**src/sv/i2cbm_pkg.sv**
```systemverilog
// ----------------------------------------------------------------------------
// i2cbm_pkg
// Types, command and segment codes and line-program tables shared by the
// bit-level I2C master files.
// ----------------------------------------------------------------------------
package i2cbm_pkg;

	localparam int BITS_PER_BYTE = 8;
	localparam int MODE_W        = 3;
	localparam int HALF_W        = 16;
	localparam int BIDX_W        = $clog2(BITS_PER_BYTE);
	localparam logic [BIDX_W-1:0] LAST_BIT = BIDX_W'(BITS_PER_BYTE - 1);
	localparam logic [HALF_W-1:0] HALF_RESET = HALF_W'(5);

	// phase 0 is idle, otherwise 1 + segment index in the command program
	localparam int PHASE_W = 3;
	localparam logic [PHASE_W-1:0] PHASE_IDLE    = '0;
	localparam logic [PHASE_W-1:0] PHASE_MAX_SEG = PHASE_W'(5);

	typedef enum logic [MODE_W-1:0] {
		CMD_START = 3'd0,
		CMD_STOP  = 3'd1,
		CMD_WRITE = 3'd2,
		CMD_READ  = 3'd3,
		CMD_WACK  = 3'd4,
		CMD_ACK   = 3'd5,
		CMD_NACK  = 3'd6,
		CMD_CHECK = 3'd7
	} cmd_t;

	typedef enum logic [2:0] {
		SEG_START = 3'd0,
		SEG_STOP  = 3'd1,
		SEG_SEND  = 3'd2,
		SEG_READ  = 3'd3,
		SEG_WACK  = 3'd4,
		SEG_ACK   = 3'd5,
		SEG_NACK  = 3'd6
	} seg_t;

	// one result transaction
	typedef struct packed {
		logic       scl_out;
		logic       sda_out;
		logic       busy_res;
		logic       done_res;
		logic [7:0] read_byte;
		logic       ack_status;
	} res_t;

	// segment that runs in a given phase of a command
	function automatic seg_t cur_seg(cmd_t cmd, logic [PHASE_W-1:0] phase);
		seg_t s;
		s = SEG_NACK;
		if (phase != PHASE_IDLE && phase <= PHASE_MAX_SEG) begin
			case (cmd)
				CMD_START: s = SEG_START;
				CMD_STOP:  s = SEG_STOP;
				CMD_WRITE: s = SEG_SEND;
				CMD_READ:  s = SEG_READ;
				CMD_WACK:  s = SEG_WACK;
				CMD_ACK:   s = SEG_ACK;
				CMD_NACK:  s = SEG_NACK;
				default: begin
					// check device: stop, start, address write, ack sample, stop
					case (phase)
						3'd1:    s = SEG_STOP;
						3'd2:    s = SEG_START;
						3'd3:    s = SEG_SEND;
						3'd4:    s = SEG_WACK;
						default: s = SEG_STOP;
					endcase
				end
			endcase
		end
		return s;
	endfunction

	function automatic logic [PHASE_W-1:0] prog_len(cmd_t cmd);
		return (cmd == CMD_CHECK) ? PHASE_MAX_SEG : PHASE_W'(1);
	endfunction

	function automatic logic [1:0] seg_steps(seg_t s);
		return (s == SEG_STOP) ? 2'd1 : (s == SEG_READ) ? 2'd2 : 2'd3;
	endfunction

endpackage

```
**src/sv/i2cbm_if.sv**
```systemverilog
// ----------------------------------------------------------------------------
// i2cbm tick and result channels
// Valid/ready channels carrying one tick in and one line/status result out.
// ----------------------------------------------------------------------------
interface i2cbm_tick_if;
	logic                          valid;
	logic                          ready;
	logic                          cmd_valid;
	logic [i2cbm_pkg::MODE_W-1:0]  mode;
	logic [7:0]                    data;
	logic                          sda_in;

	modport source (output valid, cmd_valid, mode, data, sda_in, input ready);
	modport sink   (input valid, cmd_valid, mode, data, sda_in, output ready);
endinterface

interface i2cbm_res_if;
	logic       valid;
	logic       ready;
	logic       scl_out;
	logic       sda_out;
	logic       busy_res;
	logic       done_res;
	logic [7:0] read_byte;
	logic       ack_status;

	modport source (output valid, scl_out, sda_out, busy_res, done_res, read_byte,
		ack_status, input ready);
	modport sink   (input valid, scl_out, sda_out, busy_res, done_res, read_byte,
		ack_status, output ready);
endinterface

```
**src/sv/i2c_bit_level_master_unit.sv**
```systemverilog
// ----------------------------------------------------------------------------
// i2c_bit_level_master_unit
// Bit-level I2C master: one tick transaction in, one line/status result out.
// ----------------------------------------------------------------------------
// Each tick transaction is accepted and its result (SCL, SDA
// drive, busy, done, read byte, ack status) appears in the result register on
// the next clock; a new tick can be taken every cycle, including the cycle in
// which the previous result is taken, as the sequencer state advances once per
// tick. Throughput is bounded only by the result sink: tick.ready drops while a
// result is held and result.ready is low. cfg_wdata sets the number of ticks
// each line phase is held (0 acts as 1, reset value 5).
module i2c_bit_level_master_unit (
	input  logic                         clk,
	input  logic                         arst_n,
	input  logic                         cfg_wen,
	input  logic [i2cbm_pkg::HALF_W-1:0] cfg_wdata,
	i2cbm_tick_if.sink                   tick,
	i2cbm_res_if.source                  result
);
	import i2cbm_pkg::*;

	logic accept;
	logic can_load;
	res_t res_d;

	assign tick.ready = can_load;
	assign accept     = tick.valid && can_load;

	i2cbm_seq u_seq (
		.clk       (clk),
		.arst_n    (arst_n),
		.accept    (accept),
		.cmd_valid (tick.cmd_valid),
		.mode      (tick.mode),
		.data      (tick.data),
		.sda_in    (tick.sda_in),
		.cfg_wen   (cfg_wen),
		.cfg_wdata (cfg_wdata),
		.res_d     (res_d)
	);

	i2cbm_out_reg u_out (
		.clk      (clk),
		.arst_n   (arst_n),
		.load     (accept),
		.res_d    (res_d),
		.can_load (can_load),
		.result   (result)
	);

endmodule

```
**src/sv/i2cbm_seq.sv**
```systemverilog
// ----------------------------------------------------------------------------
// i2cbm_seq
// Line sequencer: command state, hold counter, shift register and line
// levels, advanced once per accepted tick; also holds the hold-length register.
// ----------------------------------------------------------------------------
module i2cbm_seq (
	input  logic                         clk,
	input  logic                         arst_n,
	input  logic                         accept,
	input  logic                         cmd_valid,
	input  logic [i2cbm_pkg::MODE_W-1:0] mode,
	input  logic [7:0]                   data,
	input  logic                         sda_in,
	input  logic                         cfg_wen,
	input  logic [i2cbm_pkg::HALF_W-1:0] cfg_wdata,
	output i2cbm_pkg::res_t              res_d
);
	import i2cbm_pkg::*;

	typedef struct packed {
		logic       scl;
		logic       sda;
		logic [7:0] shift;
	} line_t;

	logic [HALF_W-1:0]  half_q;
	cmd_t               cmd_q, cmd_n;
	logic [PHASE_W-1:0] phase_q, phase_n;
	logic [1:0]         sub_q, sub_n;
	logic [BIDX_W-1:0]  bidx_q, bidx_n;
	logic [HALF_W-1:0]  tick_q, tick_n;
	line_t              line_q, line_n;
	logic               ack_q, ack_n;
	logic [7:0]         rd_q, rd_n;
	logic               done;
	logic [HALF_W-1:0]  hold_m1;
	seg_t               seg;
	logic [1:0]         sub_inc;

	function automatic line_t enter_step(seg_t s, logic [1:0] sub, logic [BIDX_W-1:0] bidx,
		line_t cur);
		line_t r;
		r = cur;
		case (s)
			SEG_START: begin
				if (sub == 2'd0) begin
					r.sda = 1'b1;
					r.scl = 1'b1;
				end else if (sub == 2'd1) begin
					r.sda = 1'b0;
				end else begin
					r.scl = 1'b0;
				end
			end
			SEG_STOP: begin
				r.sda = 1'b0;
				r.scl = 1'b1;
			end
			SEG_SEND: begin
				if (sub == 2'd0) begin
					r.sda = cur.shift[7];
				end else if (sub == 2'd1) begin
					r.scl = 1'b1;
				end else begin
					r.scl = 1'b0;
					if (bidx == LAST_BIT) r.sda = 1'b1;
					r.shift = {cur.shift[6:0], 1'b0};
				end
			end
			SEG_READ: r.scl = (sub == 2'd0);
			SEG_WACK, SEG_NACK: begin
				if (sub == 2'd0) r.sda = 1'b1;
				else r.scl = (sub == 2'd1);
			end
			default: begin
				// ack: sda low for the pulse
				if (sub == 2'd0) r.sda = 1'b0;
				else r.scl = (sub == 2'd1);
			end
		endcase
		return r;
	endfunction

	// zero hold behaves as one tick
	assign hold_m1 = (half_q == '0) ? '0 : half_q - HALF_W'(1);

	always_comb begin
		cmd_n   = cmd_q;
		phase_n = phase_q;
		sub_n   = sub_q;
		bidx_n  = bidx_q;
		tick_n  = tick_q;
		line_n  = line_q;
		ack_n   = ack_q;
		rd_n    = rd_q;
		done    = 1'b0;
		seg     = cur_seg(cmd_q, phase_q);
		sub_inc = sub_q + 2'd1;

		if (phase_q == PHASE_IDLE) begin
			if (cmd_valid) begin
				cmd_n        = cmd_t'(mode);
				line_n.shift = (cmd_t'(mode) == CMD_CHECK) ? {data[6:0], 1'b0} : data;
				phase_n      = PHASE_W'(1);
				seg          = cur_seg(cmd_n, phase_n);
				sub_n        = 2'd0;
				bidx_n       = '0;
				if (seg == SEG_READ) line_n.shift = '0;
				line_n = enter_step(seg, sub_n, bidx_n, line_n);
				tick_n = '0;
			end
		end else if (tick_q >= hold_m1) begin
			tick_n = '0;
			if (sub_inc < seg_steps(seg)) begin
				sub_n  = sub_inc;
				line_n = enter_step(seg, sub_n, bidx_n, line_n);
			end else begin
				sub_n = 2'd0;
				if ((seg == SEG_SEND || seg == SEG_READ) && bidx_q != LAST_BIT) begin
					bidx_n = bidx_q + BIDX_W'(1);
					line_n = enter_step(seg, sub_n, bidx_n, line_n);
				end else begin
					if (seg == SEG_STOP || seg == SEG_ACK) line_n.sda = 1'b1;
					if (seg == SEG_READ) rd_n = line_q.shift;
					phase_n = phase_q + PHASE_W'(1);
					if (phase_n > prog_len(cmd_q)) begin
						phase_n = PHASE_IDLE;
						bidx_n  = '0;
						done    = 1'b1;
					end else begin
						seg    = cur_seg(cmd_q, phase_n);
						bidx_n = '0;
						if (seg == SEG_READ) line_n.shift = '0;
						line_n = enter_step(seg, sub_n, bidx_n, line_n);
					end
				end
			end
		end else begin
			tick_n = tick_q + HALF_W'(1);
		end

		// sample sda on the last tick of a hold
		if (phase_n != PHASE_IDLE && tick_n >= hold_m1) begin
			seg = cur_seg(cmd_n, phase_n);
			if (seg == SEG_READ && sub_n == 2'd0) line_n.shift = {line_n.shift[6:0], sda_in};
			else if (seg == SEG_WACK && sub_n == 2'd1) ack_n = sda_in;
		end

		res_d.scl_out    = line_n.scl;
		res_d.sda_out    = line_n.sda;
		res_d.busy_res   = (phase_n != PHASE_IDLE);
		res_d.done_res   = done;
		res_d.read_byte  = rd_n;
		res_d.ack_status = ack_n;
	end

	always_ff @(posedge clk or negedge arst_n) begin
		if (!arst_n) begin
			half_q <= HALF_RESET;
		end else if (cfg_wen) begin
			half_q <= cfg_wdata;
		end
	end

	always_ff @(posedge clk or negedge arst_n) begin
		if (!arst_n) begin
			cmd_q   <= CMD_START;
			phase_q <= PHASE_IDLE;
			sub_q   <= 2'd0;
			bidx_q  <= '0;
			tick_q  <= '0;
			line_q  <= '{scl: 1'b1, sda: 1'b1, shift: 8'h00};
			ack_q   <= 1'b1;
			rd_q    <= 8'h00;
		end else if (accept) begin
			cmd_q   <= cmd_n;
			phase_q <= phase_n;
			sub_q   <= sub_n;
			bidx_q  <= bidx_n;
			tick_q  <= tick_n;
			line_q  <= line_n;
			ack_q   <= ack_n;
			rd_q    <= rd_n;
		end
	end

endmodule

```
**src/sv/i2cbm_out_reg.sv**
```systemverilog
// ----------------------------------------------------------------------------
// i2cbm_out_reg
// Result register: holds one result transaction until the sink takes it and
// tells the input side when a new tick can be loaded.
// ----------------------------------------------------------------------------
module i2cbm_out_reg (
	input  logic            clk,
	input  logic            arst_n,
	input  logic            load,
	input  i2cbm_pkg::res_t res_d,
	output logic            can_load,
	i2cbm_res_if.source     result
);
	import i2cbm_pkg::*;

	logic valid_q;
	res_t res_q;

	// free when empty or being drained this cycle
	assign can_load = !valid_q || result.ready;

	always_ff @(posedge clk or negedge arst_n) begin
		if (!arst_n) begin
			valid_q <= 1'b0;
		end else if (load) begin
			valid_q <= 1'b1;
		end else if (result.ready) begin
			valid_q <= 1'b0;
		end
	end

	always_ff @(posedge clk) begin
		if (load) res_q <= res_d;
	end

	assign result.valid      = valid_q;
	assign result.scl_out    = res_q.scl_out;
	assign result.sda_out    = res_q.sda_out;
	assign result.busy_res   = res_q.busy_res;
	assign result.done_res   = res_q.done_res;
	assign result.read_byte  = res_q.read_byte;
	assign result.ack_status = res_q.ack_status;

endmodule

```
**src/flat_wrapper.sv**
```systemverilog
// flat-port wrapper written by rule: the top's interface ports become plain ports
module i2c_bit_level_master_unit_flat import i2cbm_pkg::*;
  (clk, arst_n, cfg_wen, cfg_wdata, tick_valid, tick_cmd_valid, tick_mode, tick_data, tick_sda_in, tick_ready, result_valid, result_scl_out, result_sda_out, result_busy_res, result_done_res, result_read_byte, result_ack_status, result_ready);
  i2cbm_tick_if tick_i ();
  i2cbm_res_if result_i ();
  input  logic clk;
  input  logic arst_n;
  input  logic cfg_wen;
  input  logic [i2cbm_pkg::HALF_W-1:0] cfg_wdata;
  input wire logic [$bits(tick_i.valid)-1:0] tick_valid;
  input wire logic [$bits(tick_i.cmd_valid)-1:0] tick_cmd_valid;
  input wire logic [$bits(tick_i.mode)-1:0] tick_mode;
  input wire logic [$bits(tick_i.data)-1:0] tick_data;
  input wire logic [$bits(tick_i.sda_in)-1:0] tick_sda_in;
  output wire logic [$bits(tick_i.ready)-1:0] tick_ready;
  output wire logic [$bits(result_i.valid)-1:0] result_valid;
  output wire logic [$bits(result_i.scl_out)-1:0] result_scl_out;
  output wire logic [$bits(result_i.sda_out)-1:0] result_sda_out;
  output wire logic [$bits(result_i.busy_res)-1:0] result_busy_res;
  output wire logic [$bits(result_i.done_res)-1:0] result_done_res;
  output wire logic [$bits(result_i.read_byte)-1:0] result_read_byte;
  output wire logic [$bits(result_i.ack_status)-1:0] result_ack_status;
  input wire logic [$bits(result_i.ready)-1:0] result_ready;
  assign tick_i.valid = tick_valid;
  assign tick_i.cmd_valid = tick_cmd_valid;
  assign tick_i.mode = tick_mode;
  assign tick_i.data = tick_data;
  assign tick_i.sda_in = tick_sda_in;
  assign tick_ready = tick_i.ready;
  assign result_valid = result_i.valid;
  assign result_scl_out = result_i.scl_out;
  assign result_sda_out = result_i.sda_out;
  assign result_busy_res = result_i.busy_res;
  assign result_done_res = result_i.done_res;
  assign result_read_byte = result_i.read_byte;
  assign result_ack_status = result_i.ack_status;
  assign result_i.ready = result_ready;
  i2c_bit_level_master_unit u_core (.clk(clk), .arst_n(arst_n), .cfg_wen(cfg_wen), .cfg_wdata(cfg_wdata), .tick(tick_i), .result(result_i));
endmodule
```
**config.mk**
```make
export PLATFORM = sky130hd
export DESIGN_NAME = i2c_bit_level_master_unit_flat
export DESIGN_NICKNAME = d
export VERILOG_FILES = /design/src/sv/i2cbm_pkg.sv /design/src/sv/i2cbm_if.sv /design/src/sv/i2c_bit_level_master_unit.sv /design/src/sv/i2cbm_seq.sv /design/src/sv/i2cbm_out_reg.sv /design/src/flat_wrapper.sv
export SDC_FILE = /design/constraint.sdc
export NUM_CORES = 1
export LEC_CHECK = 0
export ABC_AREA = 1
export BUFFER_PORTS_ARGS = -buffer_cell sky130_fd_sc_hd__buf_2
export CAP_MARGIN = 20
export CORE_MARGIN = 2
export CORE_UTILIZATION = 35
export DETAILED_ROUTE_END_ITERATION = 8
export PLACE_DENSITY = 0.6
export SETUP_SLACK_MARGIN = 0.4
export SYNTH_ARGS = -nofsm -noshare
export SYNTH_HDL_FRONTEND = slang
export SYNTH_HIERARCHICAL = 1
export SYNTH_SLANG_ARGS = --single-unit
```
**constraint.sdc**
```tcl
create_clock -name clk -period 4.69 [get_ports clk]
set_input_delay 0.469 -clock clk [delete_from_list [all_inputs] [get_ports clk]]
set_output_delay 0.469 -clock clk [all_outputs]
set_load 0.03 [all_outputs]
```
==> results.md, run 1 <==
- Status: completed
- Area Overhead vs Synth: 25.3%
- Clk root buf: clkbuf_16
- Fraction of power consumed by sequential logic: 0.265
- RR Startpoint: u_core/u_seq/half_q[1]$_DFFE_PN0P_
- Final instance area: 7520 sq um
- Die W: 135 um
- 1st-pass router iterations: 5
- Minimum clock period: 4400 ps
- Ys async rst share: 0.829
- Die area: 18200 sq um
- Vias: 5792
- Psw: 0.00159 W
- RSZ-0062 raised after global routing: true
- Worst path depth: 34
- Slowest library cell on the worst path: dfrtp_1
- Antenna diodes: 0
- Worst skew pair latency: 350 ps
- Sw frac: 0.455
- Required @ worst endpoint: 4970 ps
- Hold path startpoint: cfg_wdata[6]
- Core Region: 16700 sq um
- Die Ht: 135 um
- Worst slew pin tran: 728 ps
- Synth Area in Simple Gates: 0.302
- Routed Antenna Nets: 0
- Final count of negative-setup-slack endpoints: 0
- Post-placement cell area: 6590 sq um
- Slew Viols, Final: 0
- Leakage: 3.52 nW
- Worst setup path startpoint: u_core/u_seq/half_q[1]$_DFFE_PN0P_
- Startpoint types: register
- Boundary pin count: 49
- Clock share of power: 0.216
- Post-synthesis mux area share: 0.00563
- Most common cell in the netlist: nand2_1
- Synth area leaders: dfrtp_1 24%, nand2_1 13%, ha_1 9.6%
- Via/cell ratio: 5.09
- WP data arrival: 4680 ps
- Flops & latches, synth: 76
- Number of global-route vias before repair: 5635
- First-pass GRT wire length: 27.2 mm
- Compound-gate portion of the synthesized area: 0.153
- Mapped Cells: 845
- Final worst-path cycle share: 0.938
- Tot Pwr: 0.00349 W
- Number of port buffers: 48
- R2r endpoint: u_core/u_seq/line_q[5]$_DFFE_PN0P_
- R2r setup slk: 290 ps
- Mean Syn Cell Area: 7.10 sq um
- Largest net degree at the start of global routing: 71
- Synth Area in Adders: 0.0959
- Max Clock Skew: 11.2 ps
- Hpwl dp: 11.7 mm
- Worst IR drop on VDD: 0.231 mV
- Synth Warn #: 6
- Initial Util: 0.359
- Grt ovf: 0
- Area share of the largest cell type after synthesis: 0.242
- Worst path max stage delay: 400 ps
- Hold WS: 326 ps
- Combinational group share of total power: 0.519
- Clock buffer depth: 2
- Final estimated routing congestion in global placement: 0.871
- Sink Count: 76
- DR WL/cell: 14.2 um
- FP Rows: 47
- CTS tree: yes
- Fmax achieved: 227 MHz
- Fin cells: 1139
- Crit Path Class: reg -> reg
- Number of synthesized flops with an enable pin: 13
- Top_reg_cell synth: dfrtp_1
- Final Util: 0.450
- CTS H-tree depth: 3
- Slew margin rel.: 0.515
- Filler cells: 1673
- Pwr per Cell Area: 464 nW/um^2
- Crit. End Element: register
- Synth top cells by count: 213 x nand2_1, 110 x inv_1, 81 x o21ai_0, 65 x nand3_1, 61 x nor2_1
- Yosys cell types: 49
- # nets final: 994
- Syn nets: 925
- Hold Path End: u_core/u_seq/half_q[6]$_DFFE_PN0P_
- Final wirelength: 16.1 mm
- Largest family of logic cells by synthesized area: simple AND/OR/NAND/NOR gates
- Hold-critical path depth: 3
- Share of post-route cells with drive strength above 1: 0.254
- WP buf/inv: 9
- Placed insts: 1100
- Gr usage total: 0.185
- Seq/Total Area, Yosys: 0.329
- Worst hold path type: in -> reg
- Post-route DRC: 0
- Number of hold violations in the final report: 0
- Post-synthesis cell area: 6000 sq um
- Initial antenna violation count: 0
- Starting DRT DRC Count: 431
- CP max FO: 8
- Cell accounting for the most synthesized area: dfrtp_1
- Clk slew on worst S/H paths: 60 ps
- Cells on worst reg2reg path: 34
- MaxCap Viol Count: 0
- Cts bufs inserted: 9
- Synth Area in XOR/XNOR: 0.0175
- Top delay family on crit path: simple AND/OR/NAND/NOR gates
- P_int: 0.00190 W
[registers in the layout (all words and copies together), names as in the netlist]
name	count
u_core/u_out/result.ack_status	1
u_core/u_out/result.read_byte	8
u_core/u_seq/half_q	16
u_core/u_seq/line_q	10
u_core/u_out/result.done_res	1
u_core/u_seq/bidx_q	3
u_core/u_seq/rd_q	8
u_core/u_seq/tick_q	16
u_core/u_out/result.scl_out	1
u_core/u_out/result.valid	1
u_core/u_seq/phase_q	3
u_core/u_seq/ack_q	1
u_core/u_seq/cmd_q	3
u_core/u_out/result.busy_res	1
u_core/u_out/result.sda_out	1
u_core/u_seq/sub_q	2
[layout make-up]
cell class	instances	area [sq um]	share of cell area
clock buffers	11	264	0.0351
clock inverters	5	63.8	0.00848
inverters	120	464	0.0617
multi-input cells	625	3940	0.524
flip-flops and latches	76	1970	0.263
well taps	220	275	0.0366
repair buffers	82	538	0.0715
[worst reg2reg max path: cells and delay by family (launching register included)]
family | cells | cell delay (ps)
AO/OA/AOI/OAI | 2 | 160
flip-flops | 1 | 400
adder cells (fa/ha/maj) | 3 | 750
buffers and inverters | 9 | 900
AND/OR/NAND/NOR | 20 | 2130
[layer usage]
layer / global-route usage / wire length [um]
met3: 0.0236 / 567
met1: 0.247 / 7580
met4: 0.0752 / 406
met5: 0 / 0
met2: 0.305 / 7570
[stage by stage]
stage          TNS [ps]  setup WS, ps
2_1_floorplan         0           408
6_report              0           293
4_1_cts               0           243
3_3_place_gp          0          53.0
5_1_grt            -210         -44.4
3_5_place_dp      -1.04         -1.04
[how the worst max path moves through the flow]
stage                                          endpoint  slack (ps)
5_1_grt              u_core/u_seq/line_q[1]$_DFFE_PN0P_         -40
4_1_cts              u_core/u_seq/line_q[5]$_DFFE_PN0P_         240
6_report             u_core/u_seq/line_q[5]$_DFFE_PN0P_         290
3_3_place_gp         u_core/u_seq/line_q[0]$_DFFE_PN0P_          50
2_1_floorplan  u_core/u_out/result.ack_status$_DFFE_PP_         410
3_5_place_dp   u_core/u_out/result.ack_status$_DFFE_PP_          -1
[power by group through the flow]
stage	Combinational (W)	Clock [W]	Sequential (W)
floorplan	0.00115	0	0.000933
global placement	0.00152	0	0.000927
detailed placement	0.00152	0	0.000927
CTS	0.00173	0.000775	0.000918
global route	0.00202	0.000794	0.000941
finish	0.00181	0.000754	0.000923
[logic make-up after synthesis]
| group | after synthesis |
|---|---|
| DFF | 76 |
| adders and majority gates | 46 |
| buffers and inverters | 145 |
| muxes | 3 |
| xor gates and xnor gates | 12 |
| and+or+nand+nor | 401 |
| AOI/OAI and AO/OA | 162 |
[layout by cell type (no fill, tap or decap), types with 14 or more instances in the layout]
cell / netlist / final
nand2_1: 213 / 200
inv_1: 110 / 101
o21ai_0: 81 / 74
dfrtp_1: 58 / 57
nor2_1: 61 / 53
nand3_1: 65 / 52
buf_2: 3 / 48
ha_1: 46 / 40
a21oi_1: 33 / 30
buf_4: 5 / 29
nand2_2: 11 / 23
nand3_2: 7 / 16
inv_2: 8 / 14
[timing repair]
item | in CTS | in global routing
gates resized for setup | 54 | 39
setup buffers | 11 | 9
hold buffers | 1 | 0
setup endpoints to repair | 10 | 10
pin swaps | 24 | 31
gates cloned | 2 | 0
hold endpoints to repair | 9 | 0
No activity file was read; power rests on OpenSTA's default activity.
==> run 2, diff against run 1 <==
--- a/config.mk
+++ b/config.mk
@@ -8,7 +8,7 @@
 export ABC_AREA = 1
 export BUFFER_PORTS_ARGS = -buffer_cell sky130_fd_sc_hd__buf_2
 export CAP_MARGIN = 20
-export CORE_MARGIN = 2
+export CORE_MARGIN = 10
 export CORE_UTILIZATION = 35
 export DETAILED_ROUTE_END_ITERATION = 8
 export PLACE_DENSITY = 0.6
==> run 2 against run 1 <==
Effect of this change:
- via count rose by 3.5%
- setup slack worse by 15 ps
- core utilization is 1.5 points higher
- maximum frequency down 0.34%
- critical path type unchanged
==> results.md, run 2 (synthesis results as in run 1) <==
- Cts bufs inserted: 9 (unchanged)
- # nets final: 1036 (+4.2%)
- 1st-pass router iterations: 5 (unchanged)
- Fmax achieved: 227 MHz (-0.34%)
- Psw: 0.00158 W (-0.12%)
- Required @ worst endpoint: 4960 ps (about the same)
- WL met2: 8.24 mm (+8.8%)
- Largest net degree at the start of global routing: 71 (unchanged)
- RSZ-0062 raised after global routing: true
- Initial antenna violation count: 0 (unchanged)
- Commonest non-fill, non-tap cell in the layout: nand2_1
- Antenna diodes: 0 (unchanged)
- Fraction of power consumed by sequential logic: 0.258 (-0.007)
- Final wirelength: 17.3 mm (+7.1%)
- Slew Viols, Final: 0 (unchanged)
- Max Clock Skew: 4.91 ps (-6.32 ps)
- Grt ovf: 0 (unchanged)
- Clock buffer depth: 2 (unchanged)
- Met3 WL: 836 um (+47%)
- Final count of negative-setup-slack endpoints: 0 (unchanged)
- Die W: 151 um (+12%)
- First-pass GRT wire length: 28.5 mm (+4.8%)
- Hpwl dp: 11.9 mm (+1.8%)
- Starting DRT DRC Count: 480 (+11%)
- WP data arrival: 4690 ps (about the same)
- Slowest library cell on the worst path: dfrtp_1
- Slew margin rel.: 0.434 (-0.0806)
- Worst Slack Setup Final: 277 ps (-15.2 ps)
- Number of global-route vias before repair: 5797 (+2.9%)
- Pwr per Cell Area: 462 nW/um^2 (-0.31%)
- Largest regs: u_core/u_seq/half_q: 16 flops, u_core/u_seq/tick_q: 16 flops, u_core/u_seq/line_q: 10 flops
- Most frequent cells in the layout: 207 x nand2_1, 100 x inv_1, 76 x o21ai_0, 71 x buf_4
- Worst IR drop on VDD: 0.234 mV (+1.0%)
- Share of post-route cells with drive strength above 1: 0.275 (+0.0212)
- Post-route DRC: 0 (unchanged)
- Most used cell, CP: buf_4
- Placed insts: 1100 (unchanged)
- Crit Path Class: reg -> reg
- CP max FO: 8 (unchanged)
- Via/cell ratio: 5.07 (-0.21%)
- Sw frac: 0.441 (-0.0134)
- Core Region: 16700 sq um (unchanged)
- Status: completed
- Die area: 22800 sq um (+25%)
- Worst skew pair latency: 340 ps (about the same)
- MaxCap Viol Count: 0 (unchanged)
- Clk slew on worst S/H paths: 60 ps (about the same)
- Die Ht: 151 um (+12%)
- Worst path max stage delay: 410 ps (about the same)
- Post-CTS Hold Fix Bufs: 0 (-1)
- Initial Util: 0.359 (unchanged)
- Gr usage total: 0.153 (-0.0322)
- Filler cells: 1662 (-0.66%)
- Area Overhead vs Synth: 29.4%
- Combinational group share of total power: 0.533 (+0.014)
- Top layer in use: met4
- P_int: 0.00201 W (+5.4%)
- Sink Count: 76 (unchanged)
- Routed Antenna Nets: 0 (unchanged)
- Vias: 5993 (+3.5%)
- Fin cells: 1181 (+3.7%)
- Worst slew pin tran: 848 ps (+121 ps)
- FP Rows: 47 (unchanged)
- Startpoint types: register
- Number of hold violations in the final report: 0 (unchanged)
- Number of port buffers: 48 (unchanged)
- Minimum clock period: 4410 ps (+15.2 ps)
- M1 WL: 7.94 mm (+4.7%)
- Final worst-path cycle share: 0.941 (+0.00325)
- Clock share of power: 0.209 (-0.007)
- Worst hold path type: in -> async
- Clk root buf: clkbuf_16
- Crit. End Element: register
- DR WL/cell: 14.6 um (+3.3%)
- Place WS: 0.162 ps (+1.20 ps)
- Leakage: 3.72 nW (+5.7%)
- CTS H-tree depth: 3 (unchanged)
- CTS tree: yes
- Boundary pin count: 49 (unchanged)
- Final estimated routing congestion in global placement: 0.901 (+3.4%)
[run 2: stage by stage]
stage	setup TNS (ps)	instance area, sq um	util	hold WS (ps)	total power (W)
after floorplan	0	6110	-	173	0.00208
after global placement	0	6580	0.394	456	0.00246
after detailed placement	0	6580	0.394	459	0.00246
after CTS	0	7500	0.449	320	0.00351
after global routing	-193	7760	0.465	329	0.00387
final	0	7760	0.465	297	0.00359
[run 2: final timing paths]
| path | cells past startpoint | to | slack [ps] | startpoint |
|---|---|---|---|---|
| worst max-delay path | 34 | u_core/u_seq/line_q[5]$_DFFE_PN0P_ | 280 | u_core/u_seq/half_q[1]$_DFFE_PN0P_ |
| worst min-delay path | 2 | u_core/u_seq/half_q[5]$_DFFE_PN0P_ | 300 | arst_n |
| worst max register to register | 34 | u_core/u_seq/line_q[5]$_DFFE_PN0P_ | 280 | u_core/u_seq/half_q[1]$_DFFE_PN0P_ |
| worst min register to register | 2 | u_core/u_seq/ack_q$_DFFE_PN1P_ | 470 | u_core/u_seq/ack_q$_DFFE_PN1P_ |
| max in group asynchronous | 2 | u_core/u_seq/cmd_q[0]$_DFFE_PN0P_ | 3810 | arst_n |
| min in group clk | 3 | u_core/u_seq/half_q[11]$_DFFE_PN0P_ | 330 | cfg_wdata[11] |
[run 2: power groups by stage]
stage / Clock [W] / Combinational (W) / Sequential [W]
after floorplan: 0 / 0.00115 / 0.000933
after global placement: 0 / 0.00153 / 0.000931
after detailed placement: 0 / 0.00153 / 0.000930
after CTS: 0.000771 / 0.00182 / 0.000920
after global routing: 0.000802 / 0.00212 / 0.000941
final: 0.000751 / 0.00191 / 0.000926
[run 2: layer usage]
layer	vias to the layer above	global-route usage
li1	3030	-
met1	2779	0.202
met2	162	0.246
met3	22	0.0310
met4	0	0.0481
met5	-	0
[run 2: timing repair]
item / in CTS / in global routing
gates resized for setup: 45 / 38
setup buffers: 52 / 12
pin swaps: 19 / 16
gates cloned: 1 / 0
endpoints found under the setup margin: 10 / 11
[run 2: area by class of cell]
type                            count  area, sq um  area share
Sequential cell                    76         1980       0.255
Clock buffer                       12          246      0.0317
Multi-Input combinational cell    625         3910       0.503
Timing Repair Buffer              124          830       0.107
Inverter                          120          458      0.0590
Clock inverter                      4         72.6     0.00935
Tap cell                          220          275      0.0355
[run 2: critical path: cells and delay by family, from the launching register on]
family                   cells  cell delay, ps
adder cells (fa/ha/maj)      1             270
buffers and inverters       13            1510
flip-flops                   1             410
AND/OR/NAND/NOR             20            2160
==> run 3, diff against run 2 <==
--- a/config.mk
+++ b/config.mk
@@ -6,7 +6,7 @@
 export NUM_CORES = 1
 export LEC_CHECK = 0
 export ABC_AREA = 1
-export BUFFER_PORTS_ARGS = -buffer_cell sky130_fd_sc_hd__buf_2
+export BUFFER_PORTS_ARGS = -buffer_cell sky130_fd_sc_hd__buf_4
 export CAP_MARGIN = 20
 export CORE_MARGIN = 10
 export CORE_UTILIZATION = 35
==> run 3 against run 2 <==
Effect of this change:
- final area is 1.4% lower
- global-route usage is 0.42 points lower
- first-iteration DRC count is 19% higher
- register-to-register slack worse by 110 ps
- via count is 2.3% lower
- flip-flop and latch count stayed put
- critical path depth is 2 lower
- count of clock-buffer cells in the layout stayed put
- sequential share of layout area is 0.38 points higher
- hold slack worse by 77 ps
- critical endpoint is now u_core/u_seq/line_q[0]$_DFFE_PN0P_
- combinational power is 4% lower
- clock skew is 6.3 ps higher
==> results.md, run 3 (synthesis results as in run 1) <==
- Largest regs: u_core/u_seq/half_q: 16 flops, u_core/u_seq/tick_q: 16 flops, u_core/u_seq/line_q: 10 flops
- Core Region: 16700 sq um (unchanged)
- Placed insts: 1093 (-0.64%)
- Starting DRT DRC Count: 569 (+19%)
- Clk slew on worst S/H paths: 60 ps (about the same)
- Area Overhead vs Synth: 27.5%
- WP data arrival: 4810 ps (+120 ps)
- Crit Path Class: reg -> reg
- FP Rows: 47 (unchanged)
- Final estimated routing congestion in global placement: 0.880 (-2.3%)
- Post-route DRC: 0 (unchanged)
- RSZ-0062 raised after global routing: true
- Final instance area: 7650 sq um (-1.4%)
- Cts bufs inserted: 9 (unchanged)
- Die Ht: 151 um (unchanged)
- Status: completed
- Most frequent cells in the layout: 205 x nand2_1, 103 x inv_1, 86 x buf_4, 78 x o21ai_0, 54 x dfrtp_1
- Filler cells: 1673 (+0.66%)
- Hold WS: 220 ps (-76.6 ps)
- Initial Util: 0.359 (unchanged)
- Antenna diodes: 0 (unchanged)
- Die W: 151 um (unchanged)
- CTS tree: yes
- Most used cell, CP: nand2_1
- DR WL/cell: 14.8 um (+1.3%)
- Number of global-route vias before repair: 5580 (-3.7%)
- Worst path max stage delay: 400 ps (about the same)
- Final worst-path cycle share: 0.964 (+0.0228)
- Post-placement cell area: 6640 sq um (+1.0%)
- Tot Pwr: 0.00343 W (-4.4%)
- CP max FO: 8 (unchanged)
- Largest net degree at the start of global routing: 70 (-1.4%)
- Share of post-route cells with drive strength above 1: 0.254 (-0.0209)
- R2r endpoint: u_core/u_seq/line_q[0]$_DFFE_PN0P_
- Via/cell ratio: 5.11 (+0.68%)
- Boundary pin count: 49 (unchanged)
- Fin cells: 1146 (-3.0%)
- Startpoint types: register
- Worst skew pair latency: 350 ps (about the same)
- RR Startpoint: u_core/u_seq/half_q[1]$_DFFE_PN0P_
- Fmax achieved: 221 MHz (-2.4%)
- Worst hold path type: in -> async
- Grt ovf: 0 (unchanged)
- Slew Viols, Final: 0 (unchanged)
- Setup TNS: 0 ps (unchanged)
- 1st-pass router iterations: 5 (unchanged)
- Minimum clock period: 4520 ps (+107 ps)
- Die area: 22800 sq um (unchanged)
- Gr usage total: 0.149 (-0.00417)
- Sink Count: 76 (unchanged)
- Slowest library cell on the worst path: dfrtp_1
- Number of port buffers: 48 (unchanged)
- First-pass GRT wire length: 27.4 mm (-3.6%)
- Vias: 5855 (-2.3%)
- Max Clock Skew: 11.2 ps (+6.33 ps)
- Required @ worst endpoint: 4980 ps (+20 ps)
- Slew margin rel.: 0.240 (-0.194)
- MaxCap Viol Count: 0 (unchanged)
- Routed Antenna Nets: 0 (unchanged)
- Final wirelength: 17.0 mm (-1.7%)
- Commonest non-fill, non-tap cell in the layout: nand2_1
- CTS H-tree depth: 3 (unchanged)
- Crit. End Element: register
- Hpwl dp: 12.0 mm (+0.25%)
- Worst slew pin tran: 1140 ps (+290 ps)
- # nets final: 1001 (-3.4%)
- Final count of negative-setup-slack endpoints: 0 (unchanged)
- Clk root buf: clkbuf_16
- Leakage: 3.57 nW (-4.0%)
- R2r setup slk: 170 ps (-110 ps)
- Cells on worst reg2reg path: 32 (-5.9%)
- Worst IR drop on VDD: 0.295 mV (+26%)
- Number of hold violations in the final report: 0 (unchanged)
- Pwr per Cell Area: 448 nW/um^2 (-3.0%)
- Clock buffer depth: 2 (unchanged)
- Initial antenna violation count: 0 (unchanged)
## run 3: final cells by class
| type | instances | area [sq um] | area share |
|---|---|---|---|
| timing repair buffer | 89 | 699 | 0.0914 |
| clock inverter | 4 | 31.3 | 0.00409 |
| sequential | 76 | 1980 | 0.258 |
| multi-input combinational | 625 | 3950 | 0.516 |
| inverter | 120 | 464 | 0.0606 |
| tap | 220 | 275 | 0.0360 |
| clock buffer | 12 | 256 | 0.0335 |
## run 3: timing repair
action	in CTS	in global routing
pin swaps	19	30
setup buffers	25	10
hold buffers	0	0
gates resized for setup	28	58
cloned	1	1
setup endpoints to repair	10	10
## run 3: how the worst max path moves through the flow
stage                                       startpoint                                       end  slack (ps)
finish              u_core/u_seq/half_q[1]$_DFFE_PN0P_        u_core/u_seq/line_q[0]$_DFFE_PN0P_         170
detailed placement  u_core/u_seq/half_q[0]$_DFFE_PN1P_        u_core/u_seq/line_q[4]$_DFFE_PN0P_          40
global placement    u_core/u_seq/half_q[2]$_DFFE_PN1P_        u_core/u_seq/line_q[6]$_DFFE_PN0P_         100
CTS                 u_core/u_seq/half_q[2]$_DFFE_PN1P_        u_core/u_seq/line_q[4]$_DFFE_PN0P_         180
global route        u_core/u_seq/half_q[2]$_DFFE_PN1P_        u_core/u_seq/line_q[0]$_DFFE_PN0P_        -180
floorplan           u_core/u_seq/half_q[0]$_DFFE_PN1P_  u_core/u_out/result.ack_status$_DFFE_PP_         410
## run 3: through the flow
stage	util	setup WS (ps)
6_report	0.458	171
5_1_grt	0.458	-179
4_1_cts	0.436	182
3_5_place_dp	0.398	35.6
3_3_place_gp	0.398	99.5
2_1_floorplan	-	408
## run 3: critical path: cells and delay by family (launching register included)
kind / cells / cell delay (ps)
flops: 1 / 400
compound gates: 4 / 700
fa+ha+maj: 3 / 580
simple gates: 18 / 2090
buf+inv: 7 / 670
## run 3: per-layer routing
layer	GRT usage	routed length, um
met1	0.191	7690
met2	0.246	8180
met3	0.0245	769
met4	0.0563	342
met5	0	0
## run 3: where the power goes
part	switching, W	internal [W]	total (W)
combinational	0.00119	0.000641	0.00183
clock	0.000287	0.000389	0.000676
sequential	0.000118	0.000808	0.000926
total	0.00159	0.00184	0.00343
